File: src/hw/rtl/tjp_pkg.sv
// Shared types, field widths, codes and constants of the three-joint PID/PWM block.
// No dependencies; every other file of the block depends on this package.
package tjp_pkg;

	localparam int JOINT_CNT     = 3;
	localparam int SUM_WIDTH_DEF = 48;

	localparam int MODE_W    = 2;
	localparam int VAL_W     = 20;
	localparam int ANGLE_W   = 21;
	localparam int ERR_W     = 22;
	localparam int DIFF_W    = 23;
	localparam int GAIN_W    = 20;
	localparam int PWM_W     = 16;
	localparam int REG_W     = 60;
	localparam int CFG_IDX_W = 2;
	localparam int XW        = 32;

	typedef logic [MODE_W-1:0]           mode_t;
	typedef logic [CFG_IDX_W-1:0]        cfg_idx_t;
	typedef logic signed [VAL_W-1:0]     value_t;
	typedef logic signed [GAIN_W-1:0]    gain_t;
	typedef logic [PWM_W-1:0]            pwm_t;
	typedef logic [REG_W-1:0]            gain_reg_t;

	localparam mode_t MODE_ENC  = 2'd0;
	localparam mode_t MODE_REF  = 2'd1;
	localparam mode_t MODE_TICK = 2'd2;

	localparam cfg_idx_t CFG_PROP  = 2'd0;
	localparam cfg_idx_t CFG_INTEG = 2'd1;
	localparam cfg_idx_t CFG_DERIV = 2'd2;

	// kp = -2.0 base, -6.0 shoulder, -0.5 elbow
	localparam gain_reg_t PROP_GAINS_RST = 60'hFFF80FFA00FFE00;

	// count * 256 * num / den reduced to count * MUL / DIV, rounding term HALF
	localparam int unsigned SCALE_MUL_TAB [JOINT_CNT] = '{2304, 192, 4608};
	localparam int unsigned SCALE_DIV_TAB [JOINT_CNT] = '{101, 13, 215};
	localparam int unsigned SCALE_HALF_TAB[JOINT_CNT] = '{50, 6, 107};

	localparam int ANGLE_MAX = 1048575;
	localparam int ANGLE_NEG = 1048576;
	localparam int TERM_LOG  = 44;
	localparam int OUT_LIM   = 240 * 65536;
	localparam int PWM_OFS   = OUT_LIM + 256;
	localparam int PWM_SHIFT = 9;

	typedef struct packed {
		logic ld1;
		logic ld2;
		logic upd_enc;
		logic upd_ref;
		logic upd_tick;
		logic ld4;
		logic ld5;
		logic ld_out;
	} ctl_t;

endpackage

File: src/hw/rtl/tjp_flow.sv
// Stage valid tracking and load enables for the joint lanes and the result register.
// Depends on tjp_pkg (mode codes, ctl_t).
module tjp_flow (
	input  logic            clk,
	input  logic            arst_n,
	input  logic            in_valid,
	input  tjp_pkg::mode_t  in_mode,
	output logic            in_ready,
	output logic            out_valid,
	input  logic            out_ready,
	output tjp_pkg::ctl_t   ctl
);
	import tjp_pkg::*;

	logic  v1_q, v2_q, v3_q, v4_q, v5_q, ov_q;
	mode_t mode_s1, mode_s2;
	logic  rdy1, rdy2, rdy3, rdy4, rdy5;
	logic  ld1, ld2, ld3, ld4, ld5, ld_o, go2, tick2;

	assign ld_o  = v5_q && (!ov_q || out_ready);
	assign rdy5  = !v5_q || ld_o;
	assign ld5   = v4_q && rdy5;
	assign rdy4  = !v4_q || ld5;
	assign ld4   = v3_q && rdy4;
	assign rdy3  = !v3_q || ld4;
	assign tick2 = (mode_s2 == MODE_TICK);
	assign go2   = v2_q && (!tick2 || rdy3);
	assign ld3   = go2 && tick2;
	assign rdy2  = !v2_q || go2;
	assign ld2   = v1_q && rdy2;
	assign rdy1  = !v1_q || ld2;
	assign ld1   = in_valid && rdy1;

	assign in_ready  = rdy1;
	assign out_valid = ov_q;

	assign ctl.ld1      = ld1;
	assign ctl.ld2      = ld2;
	assign ctl.upd_enc  = go2 && (mode_s2 == MODE_ENC);
	assign ctl.upd_ref  = go2 && (mode_s2 == MODE_REF);
	assign ctl.upd_tick = ld3;
	assign ctl.ld4      = ld4;
	assign ctl.ld5      = ld5;
	assign ctl.ld_out   = ld_o;

	always_ff @(posedge clk or negedge arst_n) begin
		if (!arst_n) begin
			v1_q <= 1'b0;
			v2_q <= 1'b0;
			v3_q <= 1'b0;
			v4_q <= 1'b0;
			v5_q <= 1'b0;
			ov_q <= 1'b0;
		end else begin
			v1_q <= ld1 || (v1_q && !ld2);
			v2_q <= ld2 || (v2_q && !go2);
			v3_q <= ld3 || (v3_q && !ld4);
			v4_q <= ld4 || (v4_q && !ld5);
			v5_q <= ld5 || (v5_q && !ld_o);
			ov_q <= ld_o || (ov_q && !out_ready);
		end
	end

	always_ff @(posedge clk) begin
		if (ld1) begin
			mode_s1 <= in_mode;
		end
		if (ld2) begin
			mode_s2 <= mode_s1;
		end
	end

endmodule

File: config.mk
export PLATFORM = sky130hd
export DESIGN_NAME = tjp_flow
export DESIGN_NICKNAME = d
export VERILOG_FILES = /design/src/hw/rtl/tjp_pkg.sv /design/src/hw/rtl/tjp_flow.sv
export SDC_FILE = /design/constraint.sdc
export NUM_CORES = 1
export LEC_CHECK = 0
export ABC_AREA = 0
export BUFFER_PORTS_ARGS = -buffer_cell sky130_fd_sc_hd__buf_2
export CAP_MARGIN = 15
export CORE_AREA = 4 4 41 43
export DETAILED_ROUTE_END_ITERATION = 10
export DIE_AREA = 0 0 45 47
export GPL_ROUTABILITY_DRIVEN = 0
export SLEW_MARGIN = 40
export SYNTH_ARGS = -nofsm -noshare
export SYNTH_HDL_FRONTEND = slang
export SYNTH_SLANG_ARGS = --single-unit
File: constraint.sdc
create_clock -name clk -period 2 [get_ports clk]
set_input_delay 0.4 -clock clk [delete_from_list [all_inputs] [get_ports clk]]
set_output_delay 0.4 -clock clk [all_outputs]
set_load 0.02 [all_outputs]
==> run summary, run 1 <==
HP Class - input port to flip-flop
root buffer cell - clkbuf_4
critical path's slowest cell - dfrtp_1
core area - 1300 sq um
number of CTS-inserted buffers - 3
CTS tree - yes
post-synthesis async set-or-reset flop share - 60.0%
clock tree sinks - 10
Clock Skew - 0.00571 ns
# diodes - 0
Post-synth EDFFs - 4
register bit count reported by yosys - 10
Max Cap Viol - 0
clk buf depth - 2
cell-by-cell trace of the critical path - and4b_1, a41oi_2, buf_2
final worst slack - 0.133 ns
die area - 2120 sq um
Reg clk slew, reported paths - 0.06 ns
final core utilization - 43.3%
DR pass1 iterations - 3
worst ir drop on vdd - 0.000309 V
grt total ovfl - 0
Worst Tran Pin Value - 0.338 ns
worst skew pair latency - 0.26 ns
sequential share of the synthesized area - 55.1%
share of power burned in registers - 54.8%
Sw Share - 24.9%
Ports - 16
top-area cell type share of the netlist area - 30.6%
first-pass GRT wire length - 1100 microns
critical path class - flip-flop to output pin
post-route ant nets - 0
Initial Util - 37.7%
P_int - 0.333 mW
largest cells by area after synthesis - dfrtp_1 (31%), edfxtp_1 (24%), buf_4 (9.2%)
Clk pwr share - 31.9%
Mapped Area - 490 sq um
# H-tree levels - 1
Syn Area/Cell - 12.3 sq um
most frequent cells after synthesis - buf_4 (6), dfrtp_1 (6), edfxtp_1 (4), nand2b_1 (3)
CP arrival - 1.47 ns
RSZ-0062 raised after global routing - no
CP Launch Type - flip-flop
non-filler cells, final - 66
Row Count - 13
crit path max fanout - 9
PD cells - 787 nW/um^2
# setup viols final - 0
setup TNS - 0 ns
total setup buffers inserted after CTS - 0
Reg area - 270 sq um
Mapped Nets - 46
die width - 45 microns
vias - 318
status - complete, no violations
DRC - 0
aggregate global-route resource usage - 8.09%
fraction of layout cells with a size suffix above 1 - 41.2%
vias in the first global route - 273
Slew HR - 77.4%
Crit path required time - 1.60 ns
delay-heaviest family, CP - flip-flops
Fillers - 139
Multi-input gate area - 155 sq um
via/cell ratio - 4.82
largest area contributor in the netlist - dfrtp_1
post-placement setup slack - 0.263 ns
WL/cell - 11.5 microns
final period utilization - 93.4%
Primary FF master, synth - dfrtp_1
Slew Limit Fails - 0
combinational share of power - 13.3%
Pwr Total - 0.443 mW
IO buf count - 15
Leak Pwr - 0.285 nW
Period minus WS final - 1.87 ns
Routed WL - 762 microns
CP endpoint kind - output pin
area grow syn2layout - 14.8%
largest net degree at the start of global routing - 10
placed cell count - 61
Syn Inst Count - 40
Post-DP HPWL - 523 microns
Max stage delay on crit path - 0.40 ns
sw power - 0.110 mW
Detailed Route Iter0 Violations - 1
WP buf/inv - 1
Die Height - 47 microns
Yosys cell types - 21
initial antenna violation count - 0
Syn. warnings - 0
final net count - 58
Fin. Hold Viols - 0
Max Fclk - 0.536 GHz
[worst register-to-register path: cells and delay by family (launching register included)]
| family | cells | cell delay [ns] |
|---|---|---|
| compound gates | 1 | 0.28 |
| simple gates | 1 | 0.33 |
| flops | 1 | 0.40 |
[worst paths after layout]
| check | start | endpoint | slack, ns | cells after the start |
|---|---|---|---|---|
| worst max-delay path | v5_q | ctl[7] | 0.13 | 3 |
| min in group asynchronous | arst_n | v1_q | 0.49 | 2 |
| worst min-delay path | in_mode[0] | mode_s1[0] | 0.31 | 1 |
| worst min register to register | mode_s1[1] | mode_s2[1] | 0.42 | 0 |
| worst max register to register | v5_q | mode_s1[0] | 0.70 | 2 |
| max in group asynchronous | arst_n | v2_q | 1.37 | 2 |
[repair_timing]
action	4_1_cts	5_1_grt
setup endpoints to repair	0	2
resized for setup	0	2
hold buffers	1	0
endpoints found under the hold margin	6	0
[cells in the final DEF, fill, tap and decap left out, types with 2 or more instances in the layout]
| master | netlist | final |
|---|---|---|
| and2_1 | 2 | 2 |
| and3b_1 | 2 | 2 |
| buf_2 | 0 | 15 |
| clkbuf_4 | 0 | 3 |
| dfrtp_1 | 6 | 6 |
| edfxtp_1 | 4 | 4 |
| inv_1 | 2 | 2 |
| nand2b_1 | 3 | 3 |
[layout make-up]
| cell class | count | share of cell area (%) |
|---|---|---|
| Clock buffer | 4 | 4.67 |
| Inverter | 2 | 1.33 |
| Multi-Input combinational cell | 19 | 27.6 |
| Sequential cell | 10 | 48.0 |
| Tap cell | 15 | 3.33 |
| Timing Repair Buffer | 16 | 15.1 |
[power groups by stage]
stage,sequential (mW),combinational (mW),clock [mW]
floorplan,0.245,0.0470,0
global placement,0.246,0.0560,0
detailed placement,0.246,0.0565,0
CTS,0.242,0.0585,0.150
global route,0.245,0.0643,0.158
finish,0.243,0.0589,0.141
[metal layers]
layer	vias to the layer above	GRT usage, %	share of wire, %
li1	154	-	-
met1	146	9.46	43
met2	14	9.60	44
met3	4	3.45	9.4
met4	0	10.5	3.4
met5	-	0	0
[through the flow]
stage               instance area (sq um)  hold WS (ns)
floorplan                             490         0.104
global placement                      513         0.230
detailed placement                    513         0.229
CTS                                   549         0.298
global route                          563         0.293
finish                                563         0.308
[flip-flops by register name, summed over array words and instances, names as in the netlist]
| name | cells |
|---|---|
| v5_q | 1 |
| mode_s1 | 2 |
| v2_q | 1 |
| v1_q | 1 |
| mode_s2 | 2 |
| out_valid | 1 |
| v4_q | 1 |
| v3_q | 1 |
[kinds of logic after synthesis]
kind of cell / synth area share, %
compound gates: 9.95
buf+inv: 16.1
flops: 55.1
simple gates: 18.9
Note: power is estimated with default switching activity, not from simulation.
==> run 2: changes to the inputs <==
Settings changed: PLACE_DENSITY_LB_ADDON from default to 0.3.
==> run summary, run 2 (same netlist as run 1, synthesis figures left out) <==
status - complete, no violations
RSZ-0062 raised after global routing - no
# setup viols final - 0
most frequent cells in the layout - buf_2 (15), dfrtp_1 (6), edfxtp_1 (4), nand2b_1 (3), clkbuf_4 (3)
# diodes - 0
worst ir drop on vdd - 0.000295 V
final net count - 58
final period utilization - 92.9%
Clock Skew - 0.00654 ns
CP arrival - 1.46 ns
DRC - 0
worst skew pair latency - 0.26 ns
Row Count - 13
CTS tree - yes
Routed WL - 731 microns
HP Class - input port to flip-flop
root buffer cell - clkbuf_4
Period minus WS final - 1.86 ns
grt total ovfl - 0
Leak Pwr - 0.285 nW
die width - 45 microns
non-filler cells, final - 66
Initial Util - 37.7%
fraction of layout cells with a size suffix above 1 - 41.2%
total setup buffers inserted after CTS - 0
CP endpoint kind - output pin
Max Fclk - 0.538 GHz
Max Cap Viol - 0
Die Height - 47 microns
design area - 563 sq um
setup TNS - 0 ns
clock tree sinks - 10
WL/cell - 11.1 microns
Ports - 16
clk buf depth - 2
number of CTS-inserted buffers - 3
Slew Limit Fails - 0
core area - 1300 sq um
aggregate global-route resource usage - 8.73%
# H-tree levels - 1
placed cell area - 513 sq um
Reg clk slew, reported paths - 0.07 ns
IO buf count - 15
Detailed Route Iter0 Violations - 8
initial antenna violation count - 0
Crit path required time - 1.60 ns
crit path max fanout - 9
area grow syn2layout - 14.8%
via/cell ratio - 4.62
PD cells - 788 nW/um^2
vias in the first global route - 273
final worst slack - 0.141 ns
Fin. Hold Viols - 0
biggest regs - mode_s1: 2 flops, mode_s2: 2 flops
critical path class - flip-flop to output pin
vias - 305
Worst Tran Pin Value - 0.350 ns
Pwr Total - 0.444 mW
CP Launch Type - flip-flop
largest net degree at the start of global routing - 10
Post-DP HPWL - 533 microns
DR pass1 iterations - 3
Slew HR - 76.6%
post-route ant nets - 0
die area - 2120 sq um
most common cell after layout, fill and taps aside - buf_2
post-placement setup slack - 0.262 ns
placed cell count - 61
first-pass GRT wire length - 1200 microns
run 2: cell counts in the layout (fill, tap and decap cells not counted):
No cell type changed its count.
run 2: area by class of cell:
type	count	area (sq um)
fill	136	738
tap	15	18.8
multi-input combinational	19	155
timing repair buffer	16	85.1
inverter	2	7.51
sequential	10	270
clock buffer	4	26.3
run 2: report_power, final:
group / total, mW / switching, mW / internal, mW
registers: 0.243 / 0.0120 / 0.231
logic: 0.0588 / 0.0335 / 0.0253
clock network: 0.142 / 0.0653 / 0.0769
run 2: critical path, stage by stage, from the launching register on:
cell and delay (ns):
dfrtp_1 0.39, and4b_1 0.33, a31oi_2 0.27, buf_2 0.21
run 2: per-layer routing:
metal / vias up / GRT usage, % / share of wire [%]
met3: 0 / 6.13 / 9.0
met5: - / 0 / 0
met2: 14 / 9.89 / 42
met4: 0 / 7.02 / 0
li1: 157 / - / -
met1: 134 / 10.9 / 49
run 2: final timing paths:
kind                            depth (start not counted)    endpoint  slack (ns)       start
max in group asynchronous                               2        v4_q        1.37      arst_n
worst max register to register                          2  mode_s2[1]        0.70        v5_q
min in group asynchronous                               2        v1_q        0.48      arst_n
worst min-delay path                                    1  mode_s1[0]        0.31  in_mode[0]
worst min register to register                          0  mode_s2[0]        0.43  mode_s1[0]
worst max-delay path                                    3      ctl[6]        0.14        v5_q
run 2: repair_timing:
action,in CTS,in global routing
endpoints found under the hold margin,6,0
resized for setup,0,2
setup endpoints to repair,0,2
hold buffers,1,0
run 2: through the flow:
step,hold WS [ns],utilization [%]
3_5_place_dp,0.231,39.4
6_report,0.311,43.3
5_1_grt,0.291,43.3
4_1_cts,0.300,42.2
2_1_floorplan,0.104,-
3_3_place_gp,0.228,39.4
